File: src/kpf_pkg.sv
// Package for the key prefix list filter.
// Holds item codes, mode and register codes, and the control bundles
// that go from the top level to the row of match cells.
package kpf_pkg;

    localparam logic [1:0] KIND_PREFIX_BYTE = 2'd0;
    localparam logic [1:0] KIND_PREFIX_LEN  = 2'd1;
    localparam logic [1:0] KIND_KEY_BYTE    = 2'd2;

    localparam logic [1:0] MODE_DISABLED  = 2'd0;
    localparam logic [1:0] MODE_BLACKLIST = 2'd1;
    localparam logic [1:0] MODE_WHITELIST = 2'd2;

    localparam logic CFG_FILTER_MODE    = 1'b0;
    localparam logic CFG_ACTIVE_ENTRIES = 1'b1;

    localparam int CFG_DATA_W = 5;

    // key byte broadcast to every cell
    typedef struct packed {
        logic       step;     // key item accepted
        logic       byte_en;  // item carries a byte that is compared
        logic       last;     // clear key state after this item
        logic [7:0] data;
    } key_ctl_t;

    // table write broadcast; each cell decodes entry and range itself
    typedef struct packed {
        logic       byte_we;
        logic       len_we;
        logic [3:0] entry;
        logic [4:0] position;
        logic [7:0] data;
        logic [5:0] len_raw;
    } wr_ctl_t;

endpackage

File: src/kpf_ram.sv
// Generic single-write, single-read RAM with registered read data.
// No dependencies.
module kpf_ram #(
    parameter int WIDTH = 8,
    parameter int DEPTH = 32
) (
    input  logic                                   clk,
    input  logic                                   we,
    input  logic [(DEPTH > 1 ? $clog2(DEPTH) : 1)-1:0] waddr,
    input  logic [WIDTH-1:0]                       wdata,
    input  logic [(DEPTH > 1 ? $clog2(DEPTH) : 1)-1:0] raddr,
    output logic [WIDTH-1:0]                       rdata
);

    logic [WIDTH-1:0] mem_reg [DEPTH];
    logic [WIDTH-1:0] rdata_reg;

    always_ff @(posedge clk)
    begin
        if (we)
        begin
            mem_reg[waddr] <= wdata;
        end
        rdata_reg <= mem_reg[raddr];
    end

    assign rdata = rdata_reg;

endmodule

File: src/kpf_cell.sv
// One prefix table entry: prefix bytes, length and alive bit.
// Uses kpf_pkg and kpf_ram; passes the match chain on to the next cell.
module kpf_cell #(
    parameter int IDX            = 0,
    parameter int MAX_PREFIX_LEN = 32
) (
    input  logic                     clk,
    input  logic                     rst_n,
    input  kpf_pkg::key_ctl_t        key,
    input  kpf_pkg::wr_ctl_t         wr,
    input  logic [$clog2(MAX_PREFIX_LEN+1)-1:0] key_pos,
    input  logic [$clog2(MAX_PREFIX_LEN+1)-1:0] key_pos_new,
    input  logic [(MAX_PREFIX_LEN > 1 ? $clog2(MAX_PREFIX_LEN) : 1)-1:0] rd_addr,
    input  logic [kpf_pkg::CFG_DATA_W-1:0] active_entries,
    input  logic                     match_in,
    output logic                     match_out
);

    localparam int PW = $clog2(MAX_PREFIX_LEN + 1);
    localparam int AW = MAX_PREFIX_LEN > 1 ? $clog2(MAX_PREFIX_LEN) : 1;

    logic          byte_we;
    logic [AW-1:0] waddr;
    logic [7:0]    ram_rdata;
    logic [7:0]    rd_byte;
    logic          byp_reg, byp_next;
    logic [7:0]    byp_data_reg;
    logic [PW-1:0] len_reg, len_next;
    logic          alive_reg, alive_next;
    logic          kill;
    logic          alive_new;
    logic          enabled;

    assign byte_we = wr.byte_we && (int'(wr.entry) == IDX)
                     && (int'(wr.position) < MAX_PREFIX_LEN);
    assign waddr   = AW'(wr.position);

    kpf_ram #(
        .WIDTH (8),
        .DEPTH (MAX_PREFIX_LEN)
    ) u_bytes (
        .clk   (clk),
        .we    (byte_we),
        .waddr (waddr),
        .wdata (wr.data),
        .raddr (rd_addr),
        .rdata (ram_rdata)
    );

    // write to the byte being prefetched shows up at once
    assign byp_next = byte_we && (waddr == rd_addr);
    assign rd_byte  = byp_reg ? byp_data_reg : ram_rdata;

    always_comb
    begin
        len_next = len_reg;
        if (wr.len_we && (int'(wr.entry) == IDX))
        begin
            if (int'(wr.len_raw) > MAX_PREFIX_LEN)
            begin
                len_next = PW'(MAX_PREFIX_LEN);
            end
            else
            begin
                len_next = PW'(wr.len_raw);
            end
        end
    end

    assign kill      = key.step && key.byte_en && (key_pos < len_reg) && (rd_byte != key.data);
    assign alive_new = alive_reg && !kill;
    assign enabled   = int'(active_entries) > IDX;
    assign match_out = match_in || (enabled && alive_new && (len_reg <= key_pos_new));

    always_comb
    begin
        alive_next = alive_reg;
        if (key.step)
        begin
            alive_next = key.last ? 1'b1 : alive_new;
        end
    end

    always_ff @(posedge clk or negedge rst_n)
    begin
        if (!rst_n)
        begin
            alive_reg <= 1'b1;
            byp_reg   <= 1'b0;
        end
        else
        begin
            alive_reg <= alive_next;
            byp_reg   <= byp_next;
        end
    end

    always_ff @(posedge clk)
    begin
        len_reg      <= len_next;
        byp_data_reg <= wr.data;
    end

endmodule

File: config.mk
export PLATFORM = sky130hd
export DESIGN_NAME = kpf_cell
export DESIGN_NICKNAME = d
export VERILOG_FILES = /design/src/kpf_pkg.sv /design/src/kpf_ram.sv /design/src/kpf_cell.sv
export SDC_FILE = /design/constraint.sdc
export NUM_CORES = 1
export LEC_CHECK = 0
export CORE_AREA = 3 3 199 201
export CTS_BUF_LIST = sky130_fd_sc_hd__clkbuf_16
export CTS_CLUSTER_SIZE = 20
export DETAILED_ROUTE_END_ITERATION = 8
export DIE_AREA = 0 0 202 204
export DONT_BUFFER_PORTS = 1
export SLEW_MARGIN = 25
export SYNTH_ARGS = -nofsm -noshare
export SYNTH_HDL_FRONTEND = slang
export SYNTH_SLANG_ARGS = --single-unit
File: constraint.sdc
create_clock -name clk -period 2.67 [get_ports clk]
set_clock_uncertainty 0.1 [all_clocks]
set_input_delay 0.4005 -clock clk [delete_from_list [all_inputs] [get_ports clk]]
set_output_delay 0.4005 -clock clk [all_outputs]
set_load 0.01 [all_outputs]
==> results.yml, run 1 <==
sta:
  drv_slew: 0
  max_freq_ghz: 0.374
  rsz0062_at_grt: "no"
  slew_headroom_pct: 55.8
  tightest_slew_ps: 657
  tns_ps: -6.01
  holdWs_ps: 15.6
  period_needed_ps: 2680
  hold_violations: 0
  setup_viol: 1
  fin_ws_ps: -6.01
  min_period_over_period_pct: 100
setup_path:
  cp_top_family: "buffers and inverters"
  path_class: "in -> reg"
  path_max_fanout: 8
  path_common_cell: "dlygate4sd3_1"
  crit_required_ps: 2920
  critPathBufInv: 3
  arrival_ps: 2930
  cp-start-kind: "input port"
  cp-end-kind: "flop"
  cp_slowest_stage_delay_ps: 600
  crit_chain: "dlygate4sd3_1 > xnor2_1 > dlygate4sd3_1 > nand3_1 > dlygate4sd3_1 > nor4_1"
  crit_slowest_cell: "dlygate4sd3_1"
clock_network:
  cts_max_level: 1
  cts_tree: "yes"
  cts_made_buffers: 28
  clk_pin_slew_ps: 60
  cts_root_buf: "clkbuf_16"
  clock_sinks: 280
  insertion_delay_ps: 530
  clock_path_buffers: 3
floorplanning:
  chipWidth_um: 202
  die_area_um2: 41200
  pin_count: 62
  die_y_um: 204
  start_util_pct: 30.1
  coreArea_um2: 37800
  num_rows: 71
synth:
  syn_avg_cell_area_um2: 20.6
  synth_cells: 553
  syn-cell-area_um2: 11400
  syn-num-nets: 625
  synth.yosys.seq_area_share_pct: 72.5
  ys_ff_latch: 280
  synth_cell_type_count: 41
  synth_warnings: 0
drt:
  drtAntennaViolNets: 0
  dr.pass1.iters: 5
  num_vias: 5420
  drcViolationCount: 0
  avgViaCountPerCell: 4.69
  drt_iter0_drc: 491
  wl_per_cell_um: 21.0
  wirelength_mm: 24.2
global_routing:
  grt_start_max_net_pins: 66
  grt_pass1_vias: 5558
  grt_pass1_wl_mm: 35.9
  antenna_found_initial: 4
  grt_usage_pct: 11.5
  overflow: 0
status:
  violations: "setup timing"
  outcome: "finished with violations"
min_path:
  worst_hold_path_type: "in -> reg"
cells_and_area:
  multi_input_area_um2: 2890
  seqCellArea_um2: 8240
  fillCellCount: 3475
  layout-drive-gt1-share_pct: 22.4
  nets: 692
  largest_reg_flops: 256
  area_growth_pct: 17.3
place:
  gp_congestion: 0.804
  port_buffers: 0
  hpwl_mm: 14.3
power:
  p_per_area_nw_per_um2: 672
  vdd_drop_max_mv: 0.411
  p_leak_nw: 4.45
flow_run:
  drv_cap: 0
-- cell usage in the layout (no fill, tap or decap), types with 11 or more instances in the layout --
cell type and count:
edfxtp_1 262, mux4_2 38, nor2_1 37, clkbuf_16 29, xnor2_1 11, inv_1 22, mux2i_1 39, mux4_1 26
buf_4 37, dlygate4sd3_1 20, dfxtp_1 16
-- per-stage QoR --
stage	worst slack, ps	total power [mW]	std cells	cell area [um2]	utilization [%]
finish	-6.01	8.96	1156	13300	35.3
global route	1.52	9.29	1153	13300	35.3
detailed placement	405	5.22	1069	12000	31.8
CTS	14.5	9.03	1149	13200	35.1
global placement	408	5.22	1069	12000	31.8
floorplan	590	5.23	553	11400	-
-- synthesized netlist by cell type --
| library cell | instances | area share [%] |
|---|---|---|
| buf_12 | 2 | 0.35 |
| buf_6 | 4 | 0.40 |
| nand2b_1 | 4 | 0.22 |
| nand3b_1 | 4 | 0.26 |
| nand2_1 | 9 | 0.30 |
| nor2b_1 | 6 | 0.33 |
| or2_2 | 1 | 0.055 |
| a21oi_1 | 3 | 0.13 |
| inv_1 | 13 | 0.43 |
| o211ai_1 | 1 | 0.066 |
| xor2_1 | 2 | 0.15 |
| mux2i_1 | 40 | 3.5 |
| and2_2 | 1 | 0.066 |
| mux4_1 | 26 | 6.0 |
| and2_1 | 1 | 0.055 |
| edfxtp_1 | 262 | 69 |
| mux4_2 | 38 | 7.5 |
| ha_1 | 11 | 1.2 |
| o21ai_0 | 2 | 0.088 |
| a211oi_1 | 3 | 0.20 |
| nand3_1 | 4 | 0.18 |
| xnor2_1 | 11 | 0.85 |
| dfstp_2 | 1 | 0.23 |
| clkbuf_8 | 1 | 0.12 |
| buf_2 | 9 | 0.40 |
| a22o_2 | 2 | 0.18 |
| dfxtp_1 | 16 | 2.8 |
| buf_8 | 4 | 0.53 |
| nor4_1 | 4 | 0.22 |
| a22o_1 | 6 | 0.46 |
| buf_4 | 1 | 0.066 |
| a221oi_2 | 8 | 1.1 |
| nand4_1 | 1 | 0.055 |
| clkbuf_1 | 4 | 0.13 |
| o32ai_1 | 1 | 0.077 |
| nor3_1 | 2 | 0.088 |
| nor2_1 | 37 | 1.2 |
| clkdlybuf4s25_2 | 3 | 0.26 |
| a31oi_1 | 3 | 0.17 |
| and2b_2 | 1 | 0.077 |
| dfrtp_1 | 1 | 0.22 |
-- metal layers --
layer	global-route usage, %	share of wire [%]	up-vias
li1	-	-	2410
met1	16.9	46	2801
met2	17.2	44	172
met3	3.11	7.7	35
met4	2.27	1.6	2
met5	0	0.054	-
-- worst paths after layout --
check	start	end	depth (start not counted)	slack (ps)
worst max-delay path	wr[17]	byp_reg	6	-6
worst min-delay path	wr[4]	len_reg[4]	1	20
worst max register to register	u_bytes.mem_reg[21][7]	u_bytes.rdata[7]	4	950
worst min register to register	byp_data_reg[2]	alive_reg	5	700
max in group asynchronous	rst_n	alive_reg	2	1670
min in group asynchronous	rst_n	byp_reg	2	570
-- worst reg2reg max path, cell delays in order (launching register included) --
cell,delay [ps]
edfxtp_1,350
mux4_1,570
mux2i_1,260
a22o_1,250
a221oi_2,60
-- cells by family (layout without fill, tap and decap cells) --
kind of cell | Yosys count | in the layout | synth area share (%)
other | 0 | 3 | 0
muxes | 104 | 104 | 17.1
xor gates and xnor gates | 13 | 13 | 1.00
adders and majority gates | 11 | 11 | 1.21
DFF | 280 | 280 | 72.5
AOI/OAI and AO/OA | 29 | 29 | 2.42
buffers and inverters | 41 | 130 | 2.69
and+or+nand+nor | 75 | 75 | 3.13
-- what timing repair did --
item / in CTS / in global routing
buffers inserted: 0 / 4
hold buffers: 28 / 0
gates resized for setup: 3 / 8
endpoints found under the hold margin: 274 / 0
setup endpoints to repair: 1 / 1
-- power by group --
| part | leakage [nW] | total, mW | switching (mW) | internal, mW |
|---|---|---|---|---|
| clock | 0.469 | 3.69 | 1.55 | 2.14 |
| sequential | 2.51 | 4.84 | 0.0113 | 4.82 |
| combinational | 1.47 | 0.436 | 0.214 | 0.223 |
-- final cells by class --
class                           instances  area share [%]
Inverter                               13           0.366
Clock inverter                         23            1.11
Timing Repair Buffer                   65            4.78
Clock buffer                           29            5.44
Tap cell                              511            4.79
Antenna cell                            3          0.0563
Sequential cell                       280            61.8
Multi-Input combinational cell        232            21.7
(Power assumes the default switching activity.)
==> run 2: changes to the inputs <==
==> constraint.sdc (replaced) <==
create_clock -name clk -period 2.67 [get_ports clk]
set_clock_uncertainty 0.1 [all_clocks]
set_input_delay 0.267 -clock clk [delete_from_list [all_inputs] [get_ports clk]]
set_output_delay 0.267 -clock clk [all_outputs]
set_load 0.01 [all_outputs]
==> results.yml, run 2 (same netlist as run 1, synthesis figures left out) <==
drt:
  avgViaCountPerCell: 4.63
  drt_iter0_drc: 578
  drtAntennaViolNets: 0
  dr.pass1.iters: 7
  num_vias: 5356
  drcViolationCount: 0
  wirelength_mm: 24.2
  wl_per_cell_um: 20.9
setup_path:
  reg2reg_from: "byp_reg"
  path_max_fanout: 8
  arrival_ps: 2180
  cp-startpoint: "byp_reg"
  path_class: "reg -> out"
  cp-start-kind: "flop"
  cp-end-kind: "primary output"
  crit_required_ps: 2300
place:
  gp_congestion: 0.759
  post-place-ws_ps: 143
  port_buffers: 0
  numPlacedInstances: 1069
  hpwl_mm: 14.4
clock_network:
  clk_pin_slew_ps: 60
  cts_root_buf: "clkbuf_16"
  cts_tree: "yes"
  cts_max_level: 1
  cts_made_buffers: 29
  insertion_delay_ps: 550
  clock_sinks: 280
  clock_path_buffers: 3
sta:
  rsz0062_at_grt: "no"
  max_freq_ghz: 0.392
  drv_slew: 0
  hold_violations: 0
  slew_headroom_pct: 35.3
  period_needed_ps: 2550
  fin_ws_ps: 120
  tns_ps: 0
  min_period_over_period_pct: 95.5
  setup_viol: 0
  tightest_slew_ps: 962
cells_and_area:
  mostFrequentLayoutCells: "262 x edfxtp_1, 40 x mux2i_1, 38 x mux4_2, 37 x nor2_1, 33 x buf_4"
  layout-drive-gt1-share_pct: 22.2
  layout_commonest_cell: "edfxtp_1"
  largest_reg_flops: 256
  fillCellCount: 3478
  nets: 693
  stdcell_count: 1158
  area_growth_pct: 17.8
global_routing:
  grt_start_max_net_pins: 66
  grt_pass1_wl_mm: 36.3
  overflow: 0
  grt_pass1_vias: 5614
  antenna_found_initial: 4
  grt_usage_pct: 11.7
power:
  p_leak_nw: 4.47
  vdd_drop_max_mv: 0.493
  total_power_mw: 9.31
  p_per_area_nw_per_um2: 695
floorplanning:
  pin_count: 62
  die_y_um: 204
  start_util_pct: 30.1
  chipWidth_um: 202
  die_area_um2: 41200
  num_rows: 71
  coreArea_um2: 37800
min_path:
  min-delay-start: "wr[17]"
  worst_hold_path_type: "in -> reg"
flow_run:
  drv_cap: 0
status:
  outcome: "finished clean"
-- run 2: changes by cell type in the layout (fill, tap and decap cells not counted), sizes merged --
cell / before / now
buf: 45 / 41
dlygate4sd3: 20 / 24
clkinv: 12 / 9
clkbuf: 29 / 31
bufinv: 2 / 3
clkinvlp: 0 / 1
inv: 22 / 23
-- run 2: what timing repair did --
item | 4_1_cts | 5_1_grt
gates resized for setup | 2 | 1
cloned | 0 | 0
hold endpoints to repair | 280 | 0
setup endpoints to repair | 1 | 1
buffers inserted | 0 | 0
hold buffers | 32 | 0
-- run 2: worst max-delay path, stage by stage, from the launching register on --
cell and delay [ps]:
dfrtp_2 500, mux2i_1 290, xnor2_1 90, nor4_1 330, nand2_1 170, a31oi_2 260
-- run 2: area by class of cell --
| class | count | area [um2] | area share, % |
|---|---|---|---|
| antenna | 3 | 7.51 | 0.0561 |
| clock buffer | 31 | 776 | 5.79 |
| clock inverter | 23 | 198 | 1.48 |
| inverter | 13 | 48.8 | 0.364 |
| multi-input combinational | 232 | 2840 | 21.2 |
| sequential | 280 | 8240 | 61.5 |
| tap | 511 | 639 | 4.77 |
| timing repair buffer | 65 | 648 | 4.84 |
-- run 2: metal layers --
metal | vias up | wire length (um) | global-route usage [%]
met3 | 42 | 1700 | 2.66
met2 | 189 | 10700 | 17.5
met4 | 0 | 682 | 3.31
met5 | - | 0 | 0
li1 | 2416 | - | -
met1 | 2709 | 11200 | 17.2
-- run 2: worst paths after layout --
check                                    endpoint  slack, ps  cells past startpoint
max in group asynchronous               alive_reg       1820                      2
min in group asynchronous                 byp_reg        430                      2
hold / removal             u_bytes.mem_reg[30][4]         20                      2
setup reg to reg                        alive_reg        360                      6
hold reg to reg                  u_bytes.rdata[6]        810                      3
setup / recovery                        match_out        120                      5
-- run 2: metrics by stage --
stage	hold WS, ps	area (um2)	utilization [%]
6_report	20.9	13400	35.5
5_1_grt	6.31	13400	35.5
2_1_floorplan	-129	11400	-
3_3_place_gp	-128	12000	31.8
4_1_cts	1.69	13400	35.4
3_5_place_dp	-128	12000	31.8
-- run 2: report_power, final --
part           internal [mW]  total, mW  switching, mW
Sequential              4.82       4.83         0.0103
Combinational          0.218      0.431          0.213
Clock                   2.40       4.05           1.65
==> run 3: changes to the inputs <==
--- a/config.mk
+++ b/config.mk
@@ -7,3 +7,3 @@
 export LEC_CHECK = 0
-export CORE_AREA = 3 3 199 201
+export CORE_AREA = 3 3 173 175
 export CTS_BUF_LIST = sky130_fd_sc_hd__clkbuf_16
@@ -11,3 +11,3 @@
 export DETAILED_ROUTE_END_ITERATION = 8
-export DIE_AREA = 0 0 202 204
+export DIE_AREA = 0 0 176 178
 export DONT_BUFFER_PORTS = 1
==> constraint.sdc (replaced) <==
create_clock -name clk -period 2.67 [get_ports clk]
set_clock_uncertainty 0.1 [all_clocks]
set_input_delay 0.534 -clock clk [delete_from_list [all_inputs] [get_ports clk]]
set_output_delay 0.534 -clock clk [all_outputs]
set_load 0.01 [all_outputs]
==> results.yml, run 3 (same netlist as run 1, synthesis figures left out) <==
status:
  outcome: "finished with violations"
  violations: "setup timing"
sta:
  drv_slew: 0
  min_period_over_period_pct: 103
  slew_headroom_pct: 64.3
  tightest_slew_ps: 535
  setup_viol: 1
  max_freq_ghz: 0.365
  hold_violations: 0
  rsz0062_at_grt: "yes"
  fin_ws_ps: -70.6
  period_needed_ps: 2740
floorplanning:
  start_util_pct: 39.7
  die_y_um: 178
  chipWidth_um: 176
  num_rows: 62
  pin_count: 62
  die_area_um2: 31300
  coreArea_um2: 28600
setup_path:
  crit_chain: "ha_1 > nand4_1 > a21oi_1 > o32ai_2 > a31oi_1 > a31oi_4"
  arrival_ps: 2110
  cp-end-kind: "primary output"
  crit_slowest_cell: "edfxtp_1"
  critPathBufInv: 0
  cp_top_family: "compound AO/OA/AOI/OAI gates"
  crit_required_ps: 2040
  cp-start-kind: "flop"
  path_class: "reg -> out"
  cp_slowest_stage_delay_ps: 410
  path_max_fanout: 2
clock_network:
  clk_pin_slew_ps: 60
  cts_max_level: 1
  clock_path_buffers: 3
  clock_sinks: 280
  insertion_delay_ps: 550
  cts_tree: "yes"
  cts_root_buf: "clkbuf_16"
  cts_made_buffers: 29
drt:
  num_vias: 5425
  drcViolationCount: 0
  avgViaCountPerCell: 5.38
  drt_iter0_drc: 346
  wl_per_cell_um: 23.4
  dr.pass1.iters: 5
  drtAntennaViolNets: 0
  wirelength_mm: 23.6
cells_and_area:
  seqCellArea_um2: 8240
  area_growth_pct: 14.2
  fillCellCount: 2421
  num_antenna_cells: 0
  final_core_util_pct: 45.3
  multi_input_area_um2: 2890
  mostFrequentLayoutCells: "262 x edfxtp_1, 38 x mux4_2, 37 x nor2_1, 35 x mux2i_1, 35 x buf_4"
  layout_commonest_cell: "edfxtp_1"
  nets: 674
  stdcell_count: 1009
  largest_reg_flops: 256
  layout-drive-gt1-share_pct: 23.2
place:
  post-place-ws_ps: 143
  port_buffers: 0
  gp_congestion: 0.837
  hpwl_mm: 14.1
  numPlacedInstances: 942
power:
  p_leak_nw: 4.36
  p_int_mw: 7.09
  seqPwrFrac_pct: 54.4
  swShare_pct: 20.3
  total_power_mw: 8.90
  power_switching_mw: 1.80
  power_frac_comb_pct: 4.6
  pwr-share-clk_pct: 41.1
  vdd_drop_max_mv: 0.464
  p_per_area_nw_per_um2: 685
global_routing:
  antenna_found_initial: 0
  grt_usage_pct: 15.1
  grt_start_max_net_pins: 66
  overflow: 0
  grt_pass1_vias: 5700
  grt_pass1_wl_mm: 35.6
flow_run:
  drv_cap: 0
min_path:
  worst_hold_path_type: "in -> reg"
[run 3: cell types whose count changed in the layout (fill, tap and decap cells not counted), sizes merged]
cell,previous run,this run
clkbuf,31,29
inv,23,22
dlygate4sd3,24,2
bufinv,3,1
clkinvlp,1,3
buf,41,44
clkinv,9,12
diode,3,0
[run 3: layer usage]
layer	vias up	global-route usage [%]	wire, um	part of all wire (%)
li1	2369	-	-	-
met2	173	23.4	10700	45
met1	2840	21.5	10700	45
met3	43	3.72	1560	6.6
met4	0	4.49	651	2.8
met5	-	0	0	0
[run 3: final timing paths]
check | from | end | slack, ps | depth (start not counted)
max | len_reg[4] | match_out | -70 | 6
max in group asynchronous | rst_n | alive_reg | 2130 | 1
min reg2reg | alive_reg | alive_reg | 440 | 2
min in group asynchronous | rst_n | byp_reg | 120 | 1
max reg2reg | len_reg[3] | alive_reg | 980 | 7
min | key[10] | alive_reg | 50 | 2
[run 3: cell type report]
| class | count | share of cell area, % |
|---|---|---|
| timing repair buffer | 46 | 3.50 |
| inverter | 13 | 0.376 |
| clock inverter | 25 | 1.12 |
| multi-input combinational | 232 | 22.2 |
| sequential | 280 | 63.5 |
| tap | 384 | 3.70 |
| clock buffer | 29 | 5.59 |
[run 3: power groups by stage]
stage / Clock (mW) / Combinational (mW) / Sequential, mW
global route: 3.92 / 0.433 / 4.84
detailed placement: 0 / 0.296 / 4.93
CTS: 3.74 / 0.406 / 4.83
floorplan: 0 / 0.309 / 4.93
global placement: 0 / 0.292 / 4.93
finish: 3.65 / 0.405 / 4.84
[run 3: repair_timing]
item	CTS	global route
buffers inserted	2	1
endpoints found under the setup margin	1	1
pin swaps	0	3
endpoints found under the hold margin	267	0
hold buffers	10	0
gates resized for setup	8	5
[run 3: per-stage QoR]
| stage | area, um2 | hold WS [ps] | setup TNS (ps) |
|---|---|---|---|
| after floorplan | 11400 | 138 | 0 |
| after global placement | 11800 | 139 | 0 |
| after detailed placement | 11800 | 139 | 0 |
| after CTS | 13000 | 33.5 | -84.6 |
| after global routing | 13000 | 32.4 | -225 |
| final | 13000 | 48.7 | -70.6 |
